[src/packed_symmetric_matvec_accumulate_top_assert.svh]
// ----------------------------------------------------------------------------
// psmva assertion macros
// Shared property forms for the packed symmetric matrix-vector block.
// ----------------------------------------------------------------------------
`ifndef PACKED_SYMMETRIC_MATVEC_ACCUMULATE_TOP_ASSERT_SVH
`define PACKED_SYMMETRIC_MATVEC_ACCUMULATE_TOP_ASSERT_SVH

// same-cycle implication, disabled while reset is asserted
`define PSMVA_ASSERT_IMPL(label, clk, rst_n, ante, cons) \
	label: assert property (@(posedge clk) disable iff (!rst_n) (ante) |-> (cons)) \
		else $error("psmva assertion failed");

// next-cycle implication, disabled while reset is asserted
`define PSMVA_ASSERT_NEXT(label, clk, rst_n, ante, cons) \
	label: assert property (@(posedge clk) disable iff (!rst_n) (ante) |=> (cons)) \
		else $error("psmva assertion failed");

`endif

[src/psmva_pkg.sv]
// ----------------------------------------------------------------------------
// psmva_pkg
// Types, codes and arithmetic helpers of the packed symmetric matvec block.
// ----------------------------------------------------------------------------
`timescale 1ns / 1ps
`default_nettype none

package psmva_pkg;

	// request kind codes
	localparam logic [1:0] KIND_MAT = 2'd0;
	localparam logic [1:0] KIND_VEC = 2'd1;
	localparam logic [1:0] KIND_RUN = 2'd2;

	// run mode codes (anything else adds)
	localparam logic [1:0] MODE_SUB  = 2'd1;
	localparam logic [1:0] MODE_QUAD = 2'd2;

	// configuration register index and reset value
	localparam logic       CFG_IDX_ACTIVE_SIZE = 1'b0;
	localparam logic [5:0] ACTIVE_SIZE_RST     = 6'd32;

	// widths
	localparam int N_W      = 7;   // holds an order up to 64
	localparam int ACC_W    = 56;  // exact sum of up to 127 floored products
	localparam int CMD_DEPTH = 4;
	localparam int RES_DEPTH = 4;

	typedef struct packed {
		logic [1:0]         kind;
		logic [9:0]         position;
		logic signed [31:0] value_a;
		logic signed [31:0] value_b;
		logic [1:0]         mode;
	} in_item_t;

	typedef struct packed {
		logic [4:0]         element_index;
		logic signed [31:0] element_value;
		logic signed [63:0] quadratic;
		logic               last;
	} out_item_t;

	typedef enum logic [1:0] {
		OP_MAT,
		OP_VEC,
		OP_RUN
	} cmd_op_t;

	// classified request passed from front to back
	typedef struct packed {
		cmd_op_t            op;
		logic [9:0]         addr;
		logic signed [31:0] a;
		logic signed [31:0] b;
		logic               sub;
		logic               quad;
		logic [N_W-1:0]     n;
	} cmd_t;

	// exact signed 32x32 product
	function automatic logic signed [63:0] mul32(input logic signed [31:0] x,
			input logic signed [31:0] y);
		return x * y;
	endfunction

	// Q32.32 to Q40.16, rounded toward minus infinity, sign extended
	function automatic logic signed [ACC_W-1:0] floor_q16(input logic signed [63:0] p);
		return ACC_W'($signed(p[63:16]));
	endfunction

	// clamp to the signed 32-bit range
	function automatic logic signed [31:0] sat32(input logic signed [ACC_W:0] x);
		if (x[ACC_W:31] == {(ACC_W - 30){x[ACC_W]}}) begin
			return x[31:0];
		end
		if (x[ACC_W]) begin
			return {1'b1, {31{1'b0}}};
		end
		return {1'b0, {31{1'b1}}};
	endfunction

	// saturating signed 64-bit add
	function automatic logic signed [63:0] sat_add64(input logic signed [63:0] x,
			input logic signed [63:0] y);
		logic signed [64:0] s;
		s = 65'(x) + 65'(y);
		if (s[64] == s[63]) begin
			return s[63:0];
		end
		if (s[64]) begin
			return {1'b1, {63{1'b0}}};
		end
		return {1'b0, {63{1'b1}}};
	endfunction

endpackage

`default_nettype wire

[src/psmva_fifo.sv]
// ----------------------------------------------------------------------------
// psmva_fifo
// Small register queue used between front and back and for results.
// ----------------------------------------------------------------------------
`timescale 1ns / 1ps
`default_nettype none

module psmva_fifo #(
	parameter int WIDTH = 8,
	parameter int DEPTH = 4
) (
	input  wire logic             clk,
	input  wire logic             arst_n,
	input  wire logic             push,
	input  wire logic [WIDTH-1:0] wdata,
	output logic                  full,
	input  wire logic             pop,
	output logic      [WIDTH-1:0] rdata,
	output logic                  empty
);

	localparam int PW = $clog2(DEPTH);

	logic [WIDTH-1:0] mem_q [DEPTH];
	logic [PW-1:0]    wr_ptr_q;
	logic [PW-1:0]    rd_ptr_q;
	logic [PW:0]      count_q;
	logic             do_push;
	logic             do_pop;

	assign full    = (count_q == (PW + 1)'(DEPTH));
	assign empty   = (count_q == '0);
	assign do_push = push && !full;
	assign do_pop  = pop && !empty;
	assign rdata   = mem_q[rd_ptr_q];

	// pointers and fill count
	always_ff @(posedge clk or negedge arst_n) begin
		if (!arst_n) begin
			wr_ptr_q <= '0;
			rd_ptr_q <= '0;
			count_q  <= '0;
		end else begin
			if (do_push) begin
				wr_ptr_q <= (wr_ptr_q == PW'(DEPTH - 1)) ? '0 : wr_ptr_q + PW'(1);
			end
			if (do_pop) begin
				rd_ptr_q <= (rd_ptr_q == PW'(DEPTH - 1)) ? '0 : rd_ptr_q + PW'(1);
			end
			if (do_push && !do_pop) begin
				count_q <= count_q + (PW + 1)'(1);
			end else if (do_pop && !do_push) begin
				count_q <= count_q - (PW + 1)'(1);
			end
		end
	end

	// entry storage
	always_ff @(posedge clk) begin
		if (do_push) begin
			mem_q[wr_ptr_q] <= wdata;
		end
	end

endmodule

`default_nettype wire

[src/psmva_front.sv]
// ----------------------------------------------------------------------------
// psmva_front
// Queues decoded requests; drops unknown kinds and out-of-range loads.
// ----------------------------------------------------------------------------
`timescale 1ns / 1ps
`default_nettype none

module psmva_front #(
	parameter int MAX_ORDER = 32
) (
	input  wire logic                clk,
	input  wire logic                arst_n,
	input  wire logic                push,
	output logic                     full,
	input  wire psmva_pkg::in_item_t request,
	input  wire logic [5:0]          active_size,
	output logic                     cmd_valid,
	input  wire logic                cmd_pop,
	output psmva_pkg::cmd_t          cmd
);

	import psmva_pkg::*;

	localparam int STORE_DEPTH = (MAX_ORDER * (MAX_ORDER + 1)) / 2;

	cmd_t           cmd_new;
	logic           keep;
	logic [N_W-1:0] size_ext;
	logic [N_W-1:0] order;
	logic           q_empty;

	// clamp the configured order to 1..MAX_ORDER
	always_comb begin
		size_ext = N_W'(active_size);
		if (size_ext == '0) begin
			order = N_W'(1);
		end else if (size_ext > N_W'(MAX_ORDER)) begin
			order = N_W'(MAX_ORDER);
		end else begin
			order = size_ext;
		end
	end

	// classify the request
	always_comb begin
		cmd_new.addr = request.position;
		cmd_new.a    = request.value_a;
		cmd_new.b    = request.value_b;
		cmd_new.sub  = (request.mode == MODE_SUB);
		cmd_new.quad = (request.mode == MODE_QUAD);
		cmd_new.n    = order;
		unique case (request.kind)
			KIND_MAT: begin
				cmd_new.op = OP_MAT;
				keep       = (32'(request.position) < STORE_DEPTH);
			end
			KIND_VEC: begin
				cmd_new.op = OP_VEC;
				keep       = (32'(request.position) < MAX_ORDER);
			end
			KIND_RUN: begin
				cmd_new.op = OP_RUN;
				keep       = 1'b1;
			end
			default: begin
				cmd_new.op = OP_RUN;
				keep       = 1'b0;
			end
		endcase
	end

	// command queue toward the back end
	psmva_fifo #(
		.WIDTH($bits(cmd_t)),
		.DEPTH(CMD_DEPTH)
	) u_cmd_q (
		.clk   (clk),
		.arst_n(arst_n),
		.push  (push && !full && keep),
		.wdata (cmd_new),
		.full  (full),
		.pop   (cmd_pop),
		.rdata (cmd),
		.empty (q_empty)
	);

	assign cmd_valid = !q_empty;

endmodule

`default_nettype wire

[config.mk]
export PLATFORM = sky130hd
export DESIGN_NAME = psmva_front
export DESIGN_NICKNAME = d
export VERILOG_FILES = /design/src/packed_symmetric_matvec_accumulate_top_assert.svh /design/src/psmva_pkg.sv /design/src/psmva_fifo.sv /design/src/psmva_front.sv
export SDC_FILE = /design/constraint.sdc
export NUM_CORES = 1
export LEC_CHECK = 0
export BUFFER_PORTS_ARGS = -buffer_cell sky130_fd_sc_hd__buf_2
export CORE_MARGIN = 2
export CORE_UTILIZATION = 40
export CTS_CLUSTER_DIAMETER = 200
export DETAILED_ROUTE_END_ITERATION = 8
export GPL_ROUTABILITY_DRIVEN = 0
export PLACE_DENSITY = 0.58
export SYNTH_ARGS = -nofsm -noshare
export SYNTH_HDL_FRONTEND = slang
export SYNTH_SLANG_ARGS = --single-unit
[constraint.sdc]
create_clock -name clk -period 4.7 [get_ports clk]
set_input_delay 0.235 -clock clk [delete_from_list [all_inputs] [get_ports clk]]
set_output_delay 0.235 -clock clk [all_outputs]
set_load 0.02 [all_outputs]
**After elaboration in Yosys (flattened, before gate mapping)**

Memory sizes are Yosys's and may differ from the RTL's.
Index checks and enable logic that the tools add are counted.

- Bits in registers: 7
- RAM bits: 336
- Logic and storage cells: 42
- Memories kept: 1

Memories:

| name | depth | bits a word | read ports | clocked after memory_dff | wr ports | line | RTL |
|---|---|---|---|---|---|---|---|
| u_cmd_q.mem_q | 4 | 84 | 1 | 0 | 1 | psmva_fifo.sv:24 | `logic [WIDTH-1:0] mem_q [DEPTH];` |

- $add $sub $neg: 4
- Order comparisons: 3
- Equality and inequality tests: 7
- Multiplexer cells: 10
- Reductions and logical operators: 14

Operator list:

| kind | number |
|---|---|
| 2-to-1 mux 6 bit | 2 |
| < comparator 10 bit, second input constant | 1 |
| < comparator 10 x 6 -> 1 bit, second input constant | 1 |
| == test 2 bit, second input constant | 4 |
| greater-than comparator 6 bit, second input constant | 1 |
| logical AND 1 bit | 6 |
| zero test 6 bit | 1 |
| 2-to-1 mux 3 bit | 2 |
| adder 2 x 1 -> 2 bit, second input constant | 2 |
| == test 2 x 1 -> 1 bit, second input constant | 2 |
| zero test 1 bit | 4 |
| 2-to-1 mux 2 bit | 2 |
| case mux 2 bit (2 select lines) | 1 |
| adder 3 x 1 -> 3 bit, second input constant | 1 |
| == test 3 bit, second input constant | 1 |
| zero test 3 bit | 1 |
| case mux 1 bit (3 select lines) | 1 |
| subtractor 3 x 1 -> 3 bit, second input constant | 1 |
| zero test 2 bit | 1 |
| 2-to-1 mux 1 bit | 2 |
| nonzero test 2 bit | 1 |

**Longest topological paths before layout**

- Word-level depth: 9
- Depth in mapped cells: 9
- Gate-level depth less buffers: 9

**Hierarchy**

A second synthesis with hierarchy kept.

- Cells, all modules: 504
- Area, all modules: 12843.6 um^2

Modules (own cells, without submodules):

| module | times used | cells an instance | area each (um^2) | seq. area each (um^2) |
|---|---|---|---|---|
| psmva_fifo | 1 | 482 | 12729.7 | 10385.0 |
| psmva_front | 1 | 22 | 113.9 | 0.0 |

**Worst setup path after synthesis**

OpenSTA, ideal clock, no wires.

- Path kind: register -> register
- From: reg u_cmd_q.count_q[2]
- To: mem u_cmd_q.mem_q[0][0] (netlist name), enable pin
- Arrival time: 2.918 ns
- Slack: 1.331 ns
- Stages on the path, launching flop included: 4
- Path buffers: 0
- Period minus slack after synthesis: 3.369 ns
- Cell sequence: dfrtp_1 -> nor3b_2 -> nor3b_4 -> and2_1

- Longest elaborated chain between the ends: 7

RTL lines:

| item | line | RTL |
|---|---|---|
| start, declared | psmva_fifo.sv:27 | `logic [PW:0] count_q;` |
| start signal, assigned | psmva_fifo.sv:51 | `count_q <= count_q + (PW + 1)'(1);` |
| start signal, assigned | psmva_fifo.sv:53 | `count_q <= count_q - (PW + 1)'(1);` |
| == test 3 bit (*) | psmva_fifo.sv:31 | `assign full = (count_q == (PW + 1)'(DEPTH));` |
| net full | psmva_front.sv:14 | `output logic full,` |
| zero test 1 bit (*) | psmva_fifo.sv:33, psmva_front.sv:79 |  |
| logical AND 1 bit (2 in series) | psmva_front.sv:79 | `.push (push && !full && keep),` |
| logical AND 1 bit (*) | psmva_fifo.sv:33 | `assign do_push = push && !full;` |
| net u_cmd_q.do_push | psmva_fifo.sv:28 | `logic do_push;` |
| 2-to-1 mux 1 bit (*) | psmva_fifo.sv:60 | `if (do_push) begin` |
| 2-to-1 mux 1 bit (implied by the code) (*) | psmva_fifo.sv:61 | `mem_q[wr_ptr_q] <= wdata;` |
| end, declared | psmva_fifo.sv:24 |  |

The timed path passes the listed nets; every way through them passes the cells marked *.

==> metrics.txt <==
final net count 864; core box area 31400 um^2; post-DP HPWL 15.4 mm; area occupied by multi-input gates 2260 um^2; Mapped Nets 588; pin count of the biggest net entering global routing 61; Critical Path RT 4470 ps; layout cells sized above 1 41.8%; main combinational cell family by area after synthesis multiplexers; adder-cell share of the synthesized area 0.751%; Rows 65; clk_skew 15.5 ps; Post-Synth XOR/XNOR Area 0.208%; Clock Latency Late Sink 510 ps; total track usage 15.1%; Die Ht 182 um; root buf cell clkbuf_16; utilization after layout 50.6%; clk sinks 343; Post-CTS Setup Inserts 0; critical path data arrival time 2700 ps; CP Capture Type output pin; area grow syn2layout 25.5%; Slew headroom 38.2%; CTS tree built; drt via density 5.01; register area 10300 um^2; worst hold path class in2reg; min Tclk post-route 2930 ps; post-synthesis register bit count 343; Via Count 6013; Worst-path clk slew 60 ps; drt first pass iters 4; Final Cycle Share 62.4%; mapped cell area 12700 um^2; CP Class reg2out; final routed DRC violation total 0; Layout fillers 2537; Netlist cell types 29; post-route insts no fill 1200; Hold Violations, Final 0; status finished clean; Warnings, synthesis 0; sequential-to-total area share from yosys stat 81.1%; Power Density 573 nW/um^2; peak supply drop 0.000264 V; worst slew pin tran 927 ps; setup TNS 0 ps; Initial Utilization 40.3%; die width 182 um; Synth Area per Inst 25.7 um^2; WL per Instance 20.7 um; final setup violation count 0; Clock Path Buffers 3; maxcap violations 0; I/O Buffers 173; Num CTS Buffers 35; Post-Place Cells 1058; vias in the first global route 6629; Post-Syn Instances 493; GRT overflow 0; num ports 175; post-synthesis mux area share 15.4%; kind of start point of the critical path flip-flop; CP Max Fanout 60; Total Power 9100 uW; RSZ-0062 raised after global routing false; first-pass GRT wire length 37.8 mm; Synth Area in Compound Gates 0.178%; Lkg Pwr 0.00542 uW; Total Routed Length 24.8 mm; maximum clock rate 341 MHz; post-synthesis simple-gate area fraction 1.23%; H-tree depth 2; initial antenna violation count 2; final number of max-transition violations 0; Final ANT Viol Nets 0; Die ar. 33100 um^2; Starting DRT DRC Count 452
==> metrics by stage <==
step                hold slack [ps]  worst slack (ps)  area (um^2)
floorplan                     -60.6              1330        12700
global placement               74.4              1930        14000
detailed placement             82.3              1870        14000
CTS                            44.0              1640        15900
global route                   70.3              1530        15900
finish                         73.4              1770        15900
==> synth_stat cells, drive strengths merged <==
| library cell | n | area (um^2) |
|---|---|---|
| a2bb2oi | 1 | 8.76 |
| conb | 1 | 3.75 |
| or3 | 1 | 6.26 |
| clkbuf | 3 | 11.3 |
| xor2 | 2 | 17.5 |
| fa | 1 | 20.0 |
| edfxtp | 336 | 10100 |
| nor3b | 2 | 31.3 |
| nand2 | 1 | 3.75 |
| a21o | 1 | 7.51 |
| mux4 | 84 | 1890 |
| nor4 | 2 | 18.8 |
| nor3 | 1 | 5.00 |
| ha | 6 | 75.1 |
| o22ai | 1 | 6.26 |
| inv | 3 | 11.3 |
| xnor2 | 1 | 8.76 |
| buf | 19 | 125 |
| nor2 | 4 | 15.0 |
| mux2 | 4 | 52.6 |
| and2 | 4 | 25.0 |
| dfrtp | 7 | 175 |
| nor2b | 8 | 50.1 |
==> metal layers <==
metal / wire, um / GRT usage [%] / vias up
met4: 463 / 4.16 / 0
met3: 1700 / 4.41 / 36
li1: - / - / 2661
met1: 10400 / 19.4 / 3135
met2: 12200 / 25.3 / 181
met5: 0 / 0 / -
==> where the power goes <==
group / total [uW] / internal [uW] / switching, uW
clock network: 2690 / 1600 / 1090
registers: 3930 / 3670 / 269
logic: 2470 / 1110 / 1360
==> critical path, stage by stage (launching register included) <==
cell     delay, ps
dfrtp_4       1040
buf_4          510
mux4_2         420
buf_2          190
==> cell families after synthesis <==
logic type,after synthesis
and+or+nand+nor,23
adders and majority gates,7
DFF,343
xor gates and xnor gates,3
AOI/OAI and AO/OA,3
buffers and inverters,25
other,1
muxes,88
==> cell type report <==
cell class	count	share of cell area, %
tap	402	3.17
multi-input combinational	125	14.2
clock buffer	42	5.68
timing repair buffer	261	10.8
clock inverter	22	1.41
sequential	343	64.6
inverter	3	0.0709
antenna	2	0.0315
==> registers in the layout, summed over array words and instances (netlist names) <==
register,count
u_cmd_q.count_q,3
u_cmd_q.mem_q,336
u_cmd_q.wr_ptr_q,2
u_cmd_q.rd_ptr_q,2
==> cell usage in the layout (no fill, tap or decap) <==
master	n
a21o_1	1
a2bb2oi_1	1
and2_4	4
buf_2	173
buf_4	12
bufinv_16	4
clkbuf_1	7
clkbuf_16	35
clkinv_1	6
clkinv_2	5
clkinvlp_4	4
conb_1	1
dfrtp_1	5
dfrtp_4	2
diode_2	2
dlygate4sd3_1	76
edfxtp_1	336
fa_1	1
ha_1	6
inv_1	3
inv_6	3
mux2_2	2
mux2_4	2
mux4_2	84
nand2_1	1
nor2_1	4
nor2b_1	8
nor3_1	1
nor3b_2	1
nor3b_4	1
nor4_1	1
nor4_2	1
o22ai_1	1
or3_1	1
xnor2_1	1
xor2_1	2
==> worst paths after layout <==
check	slack, ps	to	cells after the start	startpoint
setup / recovery	1770	cmd[43]	3	u_cmd_q.rd_ptr_q[1]
hold / removal	70	u_cmd_q.mem_q[2][7]	2	request[1]
setup reg to reg	2190	u_cmd_q.mem_q[1][28]	4	u_cmd_q.count_q[2]
hold reg to reg	490	u_cmd_q.count_q[2]	1	u_cmd_q.count_q[2]
max in group asynchronous	4420	u_cmd_q.rd_ptr_q[1]	2	arst_n
min in group asynchronous	90	u_cmd_q.count_q[0]	2	arst_n
==> what timing repair did <==
action,4_1_cts,5_1_grt
gates resized for setup,0,0
hold endpoints to repair,307,0
hold buffers,76,0
Power figures use the tool's default switching activity.
