<file path="src/packed_symmetric_matvec_accumulate_top_assert.svh">
// ----------------------------------------------------------------------------
// psmva assertion macros
// Shared property forms for the packed symmetric matrix-vector block.
// ----------------------------------------------------------------------------
`ifndef PACKED_SYMMETRIC_MATVEC_ACCUMULATE_TOP_ASSERT_SVH
`define PACKED_SYMMETRIC_MATVEC_ACCUMULATE_TOP_ASSERT_SVH

// same-cycle implication, disabled while reset is asserted
`define PSMVA_ASSERT_IMPL(label, clk, rst_n, ante, cons) \
	label: assert property (@(posedge clk) disable iff (!rst_n) (ante) |-> (cons)) \
		else $error("psmva assertion failed");

// next-cycle implication, disabled while reset is asserted
`define PSMVA_ASSERT_NEXT(label, clk, rst_n, ante, cons) \
	label: assert property (@(posedge clk) disable iff (!rst_n) (ante) |=> (cons)) \
		else $error("psmva assertion failed");

`endif

</file>
<file path="src/psmva_fifo.sv">
// ----------------------------------------------------------------------------
// psmva_fifo
// Small register queue used between front and back and for results.
// ----------------------------------------------------------------------------
`timescale 1ns / 1ps
`default_nettype none

module psmva_fifo #(
	parameter int WIDTH = 8,
	parameter int DEPTH = 4
) (
	input  wire logic             clk,
	input  wire logic             arst_n,
	input  wire logic             push,
	input  wire logic [WIDTH-1:0] wdata,
	output logic                  full,
	input  wire logic             pop,
	output logic      [WIDTH-1:0] rdata,
	output logic                  empty
);

	localparam int PW = $clog2(DEPTH);

	logic [WIDTH-1:0] mem_q [DEPTH];
	logic [PW-1:0]    wr_ptr_q;
	logic [PW-1:0]    rd_ptr_q;
	logic [PW:0]      count_q;
	logic             do_push;
	logic             do_pop;

	assign full    = (count_q == (PW + 1)'(DEPTH));
	assign empty   = (count_q == '0);
	assign do_push = push && !full;
	assign do_pop  = pop && !empty;
	assign rdata   = mem_q[rd_ptr_q];

	// pointers and fill count
	always_ff @(posedge clk or negedge arst_n) begin
		if (!arst_n) begin
			wr_ptr_q <= '0;
			rd_ptr_q <= '0;
			count_q  <= '0;
		end else begin
			if (do_push) begin
				wr_ptr_q <= (wr_ptr_q == PW'(DEPTH - 1)) ? '0 : wr_ptr_q + PW'(1);
			end
			if (do_pop) begin
				rd_ptr_q <= (rd_ptr_q == PW'(DEPTH - 1)) ? '0 : rd_ptr_q + PW'(1);
			end
			if (do_push && !do_pop) begin
				count_q <= count_q + (PW + 1)'(1);
			end else if (do_pop && !do_push) begin
				count_q <= count_q - (PW + 1)'(1);
			end
		end
	end

	// entry storage
	always_ff @(posedge clk) begin
		if (do_push) begin
			mem_q[wr_ptr_q] <= wdata;
		end
	end

endmodule

`default_nettype wire

</file>
<file path="config.mk">
export PLATFORM = sky130hd
export DESIGN_NAME = psmva_fifo
export DESIGN_NICKNAME = d
export VERILOG_FILES = /design/src/packed_symmetric_matvec_accumulate_top_assert.svh /design/src/psmva_fifo.sv
export SDC_FILE = /design/constraint.sdc
export NUM_CORES = 1
export LEC_CHECK = 0
export BUFFER_PORTS_ARGS = -buffer_cell sky130_fd_sc_hd__buf_2
export CORE_ASPECT_RATIO = 0.5
export CORE_MARGIN = 2
export CORE_UTILIZATION = 35
export DETAILED_ROUTE_END_ITERATION = 8
export HOLD_SLACK_MARGIN = 0.05
export SYNTH_ARGS = -nofsm -noshare
export SYNTH_HDL_FRONTEND = slang
export SYNTH_SLANG_ARGS = --single-unit
</file>
<file path="constraint.sdc">
create_clock -name clk -period 1.8 [get_ports clk]
set_clock_uncertainty 0.15 [all_clocks]
set_input_delay 0.09 -clock clk [delete_from_list [all_inputs] [get_ports clk]]
set_output_delay 0.09 -clock clk [all_outputs]
set_load 0.1 [all_outputs]
</file>
* Yosys cells after proc, flatten, opt, wreduce, memory -nomap -nowiden
Memory sizes are Yosys's and may differ from the RTL's.
Cells that the tools add are included.
** Word-level totals
- Flip-flop bits (word level) :: 7
- RAM bits :: 32
- Output and inout bits :: 10
- Logic and storage cells :: 27
- Memories kept :: 1
** Cells by class
- Add/sub/neg operators :: 4
- Eq/ne operators :: 3
- Mux-type cells :: 6
- Reductions and logical operators :: 10
** Memory list
- mem_q :: words 4, width 8, read ports 1, clocked after Yosys merged registers in 0, wr ports 1, line psmva_fifo.sv:24 : logic [WIDTH-1:0] mem_q [DEPTH];
** Operator list (count)
- 2-to-1 mux 3 bit :: 2
- adder 2 x 1 -> 2 bit (second input constant) :: 2
- == test 2 bit (second input constant) :: 2
- logical AND 1 bit :: 4
- logical NOT 1 bit :: 4
- 2-to-1 mux 2 bit :: 2
- adder 3 x 1 -> 3 bit (second input constant) :: 1
- == test 3 bit (second input constant) :: 1
- logical NOT 3 bit :: 1
- subtractor 3 x 1 -> 3 bit (second input constant) :: 1
- 2-to-1 mux 1 bit :: 2
- nonzero test 2 bit :: 1

* Longest topological paths before layout
Gate-level depths: netlist of the first run.
- Depth after elaboration :: 7
- Mapped depth :: 8
- Gate-level depth less buffers :: 8

* Worst setup path after synthesis of the first run
Ideal clock, no wire load.
- Path kind :: register -> register
- Start :: reg count_q[0]
- End :: reg count_q[2]
- Library setup time :: 0.079 ns
- Data arrival time :: 4.063 ns
- Slack :: -2.492 ns
- Stages on the path, launching flop included :: 9
- Cells stage by stage :: dfrtp_1 > nor3_1 > nand2b_4 > ha_1 > inv_1 > fa_1 > xor2_1 > nor2_1 > xor2_1
** On the way
- Word-level cells in the longest chain between the ends :: 6
- Elaborated cells on any way between the ends :: 15
- Those cells by class :: 2 x add/sub; 1 x eq/ne; 2 x mux; 10 x reduce/logical
** Ends and longest elaborated chain
- start, declared :: line psmva_fifo.sv:27 : logic [PW:0] count_q;
- start signal, assigned :: line psmva_fifo.sv:51 : count_q <= count_q + (PW + 1)'(1);
- start signal, assigned :: line psmva_fifo.sv:53 : count_q <= count_q - (PW + 1)'(1);
- logical NOT 3 bit (*) :: line psmva_fifo.sv:32 : assign empty = (count_q == '0);
- net empty :: line psmva_fifo.sv:19 : output logic empty
- logical NOT 1 bit (*) :: line psmva_fifo.sv:34 : assign do_pop = pop && !empty;
- logical AND 1 bit (*) :: line psmva_fifo.sv:34
- logical NOT 1 bit :: line psmva_fifo.sv:50 : if (do_push && !do_pop) begin
- logical AND 1 bit :: line psmva_fifo.sv:50
- 2-to-1 mux 3 bit or nonzero test 2 bit (tied branches)
The timed path passes the listed nets; every way through them passes the cells marked *. The select of a mux whose other input is x is not followed.
A chain may end at the register's enable or synchronous reset.

* Worst setup path after layout of the first run
- Start :: reg count_q[1]
- End :: reg count_q[1]
** On the way
- Word-level cells in the longest chain between the ends :: 6
- Elaborated cells on any way between the ends :: 15
- Those cells by class :: 2 x add/sub; 1 x eq/ne; 2 x mux; 10 x reduce/logical
** Ends and longest elaborated chain
- == test 3 bit (*) :: line psmva_fifo.sv:31 : assign full = (count_q == (PW + 1)'(DEPTH));
- logical NOT 1 bit (*) :: line psmva_fifo.sv:33 : assign do_push = push && !full;
- logical AND 1 bit (*) :: line psmva_fifo.sv:33
- net do_push :: line psmva_fifo.sv:28 : logic do_push;
- logical NOT 1 bit :: line psmva_fifo.sv:52 : end else if (do_pop && !do_push) begin
- logical AND 1 bit :: line psmva_fifo.sv:52
- nonzero test 2 bit (no source line)
Marked as above.

==> impl_metrics.toml, run 1 <==
[logic_synthesis]
synth.cell_area_um2 = 1620
synth_seq_cells = 39
ys_types = 19
yosys_warnings = 0
ys_seq_area_share_pct = 70.2
syn_nets = 98
syn_avg_cell_area_um2 = 20.5
synthCells = 79

[clocking]
clkSinkCount = 39
cts_inserted_buffers = 5
cts_tree = "yes"
htreeDepth = 2
clockBufferDepth = 2
worstSkewPairLatency_ns = 0.28
ctsRootBufferMaster = "clkbuf_8"
clk_pin_slew_worst_paths_ns = 0.08

[timing]
timing.final.ws_setup_ns = -0.132
setup_tns_ns = -0.266
drv_slew = 0
timing.fmax_mhz = 518
period_minus_slack_ns = 1.93
setup_viol = 4
slew-limit-headroom_pct = 67.8
hold_viol = 0
tightest_slew_ns = 0.486
post-route-period-util_pct = 107
holdWs_ns = 0.0759
rsz0062_at_grt = "true"

[route]
vias_per_cell = 4.51
wl_per_cell_um = 13.6
vias = 847
wl_mm = 2.57
drt_iter0_drc = 82
remaining_drc_errors = 0
first_pass_iters = 4
ant_nets = 0

[setup_path]
start_kind = "flip-flop"
worstReg2RegEnd = "count_q[1]"
rr_worst_depth = 6
cp.required_ns = 1.81
path_class = "reg2reg"
arrival_ns = 1.94
cp_max_fo = 3
reg2reg_from = "count_q[1]"
r2r_slack_ns = -0.13
endpoint_kind = "flip-flop"

[grt]
track_usage_pct = 11.0
grt_max_degree = 14
antenna_found_initial = 0
grt-ovfl-total = 0
grt_pass1_wl_mm = 4.11
grt_pass1_vias = 858

[flow_run]
drv_cap = 0

[die]
fp-row-count = 17
initial_utilization_pct = 36.6
io_pins = 22
fp.dieArea_um2 = 5220
dieWidth_um = 100
fp.coreArea_um2 = 4420
die_h_um = 52.1

[status]
violations = "negative setup slack"
outcome = "finished with violations"

[final_layout]
area_growth_pct = 37.3
final_area_um2 = 2220
drive_gt1_share_pct = 52.7
antenna_cells = 0
num-nets-final = 149
utilization_pct = 50.2

[min_path]
holdPathEnd = "count_q[0]"
hold_depth = 4
hold_path.class = "in2reg"
hold_start = "pop"

[placement]
gp_congestion = 0.616
dpl.hpwl_mm = 1.75
portBuffers = 21
post_dp_cell_area_um2 = 1930
==> layout make-up <==
cell class / count / area, um^2
fill: 380 / 2200
sequential: 39 / 1140
multi-input combinational: 35 / 492
timing repair buffer: 46 / 395
tap: 57 / 71.3
clock buffer: 5 / 68.8
clock inverter: 3 / 43.8
inverter: 3 / 11.3
==> cells by family after synthesis <==
family | count (synthesis) | share of synthesized area (%)
XOR/XNOR | 3 | 1.62
multiplexers | 13 | 15.5
AND/OR/NAND/NOR | 12 | 5.49
buffers and inverters | 5 | 1.24
adder cells (fa/ha/maj) | 7 | 5.88
flip-flops | 39 | 70.2
==> worst max path at each step <==
| stage | cells after the start | startpoint | to | slack, ns |
|---|---|---|---|---|
| after floorplan | 6 | count_q[0] | count_q[1] | -0.93 |
| after CTS | 6 | count_q[1] | count_q[1] | -0.15 |
| after detailed placement | 6 | count_q[0] | count_q[1] | -0.14 |
| after global placement | 6 | count_q[0] | count_q[1] | -0.13 |
| final | 6 | count_q[1] | count_q[1] | -0.13 |
| after global routing | 6 | count_q[1] | count_q[1] | -0.21 |
==> Yosys cell counts <==
cell type   n  share of area, %
xor2_1      2               1.1
clkbuf_1    1              0.23
dfrtp_1     7                11
mux2_4      4               3.7
edfxtp_1   32                59
buf_2       1              0.31
xnor2_1     1              0.54
nand2b_4    1              0.85
nand2_1     1              0.23
nor3_1      1              0.31
and2_1      3               1.2
mux2_2      1              0.70
fa_1        1               1.2
nor3b_4     1               1.2
mux4_2      8                11
inv_1       3              0.70
nor2b_4     1              0.85
nor2_1      4              0.93
ha_1        6               4.6
==> per-stage QoR <==
step                      std cells  setup WS [ns]
after detailed placement        167         -0.143
after CTS                       187         -0.147
final                           188         -0.132
after global routing            188         -0.212
after global placement          167         -0.126
after floorplan                  79         -0.927
==> layout by cell type (no fill, tap or decap) <==
master | synthesis | final
edfxtp_1 | 32 | 32
buf_4 | 0 | 14
buf_2 | 1 | 12
dlygate4sd3_1 | 0 | 10
mux4_2 | 8 | 8
buf_6 | 0 | 8
ha_1 | 6 | 5
clkbuf_8 | 0 | 5
dfrtp_1 | 7 | 5
nor2_1 | 4 | 4
mux2_4 | 4 | 4
and2_2 | 0 | 3
inv_1 | 3 | 2
xor2_1 | 2 | 2
dfrtp_2 | 0 | 2
buf_12 | 0 | 2
nor3b_4 | 1 | 1
nor2b_4 | 1 | 1
nor3_4 | 0 | 1
nand2b_4 | 1 | 1
nand2_1 | 1 | 1
inv_2 | 0 | 1
mux2_2 | 1 | 1
xnor2_1 | 1 | 1
fa_2 | 0 | 1
ha_4 | 0 | 1
clkinv_4 | 0 | 1
bufinv_16 | 0 | 1
clkinv_2 | 0 | 1
==> registers in the layout (all words and copies together) (netlist names) <==
register and cells:
wr_ptr_q 2, count_q 3, mem_q 32, rd_ptr_q 2
==> critical path, cell delays in order (launching register included) <==
cell and delay (ns):
dfrtp_2 0.45, nor3b_4 0.25, nor2b_4 0.07, ha_4 0.16, inv_2 0.04, fa_2 0.41, mux2_2 0.28
==> layer usage <==
| metal | wire length, um | track usage (%) | up-vias |
|---|---|---|---|
| met5 | 0 | 0 | - |
| met2 | 1390 | 18.1 | 14 |
| li1 | - | - | 403 |
| met1 | 1080 | 14.0 | 430 |
| met4 | 0 | 3.42 | 0 |
| met3 | 92 | 3.49 | 0 |
==> timing repair <==
item	CTS	global route
setup buffers	2	1
setup endpoints to repair	10	10
gates resized for setup	17	0
pin swaps	1	3
hold buffers	10	0
hold endpoints to repair	39	0
Power of run 1 is not shown: default switching activity piles up to over one toggle a cycle in this logic, so the estimate is an artifact.
==> inputs of run 2 (changes only) <==
- CORE_UTILIZATION: 35 -> 50
- PLACE_DENSITY: not set -> 0.74
==> run 2 against run 1 <==
Net effect:
- the flow still finishes with violations (negative setup slack)
- clock-buffer cell count unchanged
- fmax decreased by 0.96%
- core utilization increased by 21 points
- critical path type unchanged
- critical endpoint unchanged
- highest routed layer is now met4
==> impl_metrics.toml, run 2 (synthesis gave the netlist of run 1 again) <==
[status]
outcome = "finished with violations"
violations = "negative setup slack"

[die]
fp.dieArea_um2 = 3730
initial_utilization_pct = 53.1
dieWidth_um = 84.4
fp-row-count = 14
die_h_um = 44.2
fp.coreArea_um2 = 3050
io_pins = 22

[route]
vias_per_cell = 4.98
wl_per_cell_um = 16.1
wl_mm = 2.77
ant_nets = 0
first_pass_iters = 4
remaining_drc_errors = 0
drt_iter0_drc = 37
vias = 857

[setup_path]
cp_max_fo = 3
max_stage_delay_ns = 0.45
worstReg2RegEnd = "count_q[1]"
arrival_ns = 1.96
crit_slowest_cell = "dfrtp_2"
r2r_slack_ns = -0.15
endpoint_kind = "flip-flop"
critPathTopFamily = "adder cells"
start_kind = "flip-flop"
path_class = "reg2reg"
rr_worst_depth = 6
crit_chain = "nor3b_4 > nor2b_4 > ha_4 > inv_2 > fa_2 > mux2_2"
reg2reg_from = "count_q[0]"
critPathBufInv = 1
cp.required_ns = 1.81

[timing]
post-route-period-util_pct = 108
timing.fmax_mhz = 513
period_minus_slack_ns = 1.95
timing.final.ws_setup_ns = -0.150
rsz0062_at_grt = "true"
tightest_slew_ns = 0.482
drv_slew = 0
slew-limit-headroom_pct = 68.1
hold_viol = 0
setup_viol = 2

[placement]
dpl.hpwl_mm = 1.88
portBuffers = 21
gp_congestion = 0.766
post_dp_cell_area_um2 = 1900

[clocking]
htreeDepth = 2
ctsRootBufferMaster = "clkbuf_8"
clockBufferDepth = 2
worstSkewPairLatency_ns = 0.28
clkSinkCount = 39
clk_pin_slew_worst_paths_ns = 0.07
cts_inserted_buffers = 5
cts_tree = "yes"

[grt]
grt_pass1_vias = 989
grt-ovfl-total = 0
track_usage_pct = 17.4
grt_max_degree = 12
antenna_found_initial = 0
grt_pass1_wl_mm = 4.64

[flow_run]
drv_cap = 0

[min_path]
hold_start = "pop"
hold_depth = 4
holdPathEnd = "count_q[0]"
hold_path.class = "in2reg"

[final_layout]
largest-register = "mem_q"
top_regs = "mem_q (32), count_q (3)"
utilization_pct = 71.6
num-nets-final = 151
drive_gt1_share_pct = 53.8
final_common_cell = "edfxtp_1"
antenna_cells = 0
final_area_um2 = 2180
regArea_um2 = 1140
nFillCells = 199
multi_input_area_um2 = 493
layout_common_cells = "edfxtp_1, buf_4, buf_2, dlygate4sd3_1"
largest_reg_flops = 32
area_growth_pct = 35.0
## run 2: cell types whose count changed in the layout (fill, tap and decap cells not counted)
| cell | before | now |
|---|---|---|
| buf_4 | 14 | 16 |
| dfrtp_1 | 5 | 3 |
| dfrtp_2 | 2 | 4 |
| and2_2 | 3 | 2 |
| and2_4 | 0 | 1 |
| bufinv_16 | 1 | 0 |
| clkinv_1 | 0 | 1 |
| clkinv_4 | 1 | 0 |
## run 2: worst max path at each step
stage          startpoint          to  slack [ns]  cells after the start
6_report       count_q[0]  count_q[1]       -0.15                      6
2_1_floorplan  count_q[0]  count_q[1]       -0.93                      6
3_3_place_gp   count_q[2]  count_q[2]       -0.10                      8
4_1_cts        count_q[1]  count_q[1]       -0.14                      6
5_1_grt        count_q[2]  count_q[2]       -0.21                      8
3_5_place_dp   count_q[1]  count_q[1]       -0.15                      6
## run 2: cell type report
| type | instances | area share, % |
|---|---|---|
| sequential | 39 | 52.3 |
| clock buffer | 5 | 3.15 |
| tap | 40 | 2.29 |
| timing repair buffer | 48 | 18.8 |
| multi-input combinational | 35 | 22.6 |
| clock inverter | 2 | 0.401 |
| inverter | 3 | 0.516 |
## run 2: layer usage
layer	share of wire [%]	up-vias	GRT usage (%)
met5	0	-	0
met4	0.58	0	4.13
met3	4.4	2	7.28
met2	55	20	32.1
met1	40	429	19.4
li1	-	406	-
## run 2: stage by stage
| step | TNS [ns] | std cells | hold WS [ns] | worst slack (ns) |
|---|---|---|---|---|
| finish | -0.283 | 172 | 0.101 | -0.150 |
| global route | -0.578 | 172 | 0.0960 | -0.210 |
| CTS | -0.282 | 171 | 0.0874 | -0.141 |
| detailed placement | -0.286 | 148 | -0.209 | -0.147 |
| global placement | -0.181 | 148 | -0.217 | -0.104 |
| floorplan | -17.88 | 79 | -0.356 | -0.927 |
## run 2: worst reg2reg max path, cell delays in order (launching register included)
cell and delay (ns):
dfrtp_2 0.45, nor3b_4 0.26, nor2b_4 0.07, ha_4 0.16
inv_2 0.05, fa_2 0.42, mux2_2 0.28
## run 2: timing repair
action,4_1_cts,5_1_grt
pin swaps,2,1
buffers inserted,6,1
gates resized for setup,18,2
setup endpoints to repair,10,34
hold endpoints to repair,39,0
hold buffers,10,0
Power of run 2 is left out for the same reason.
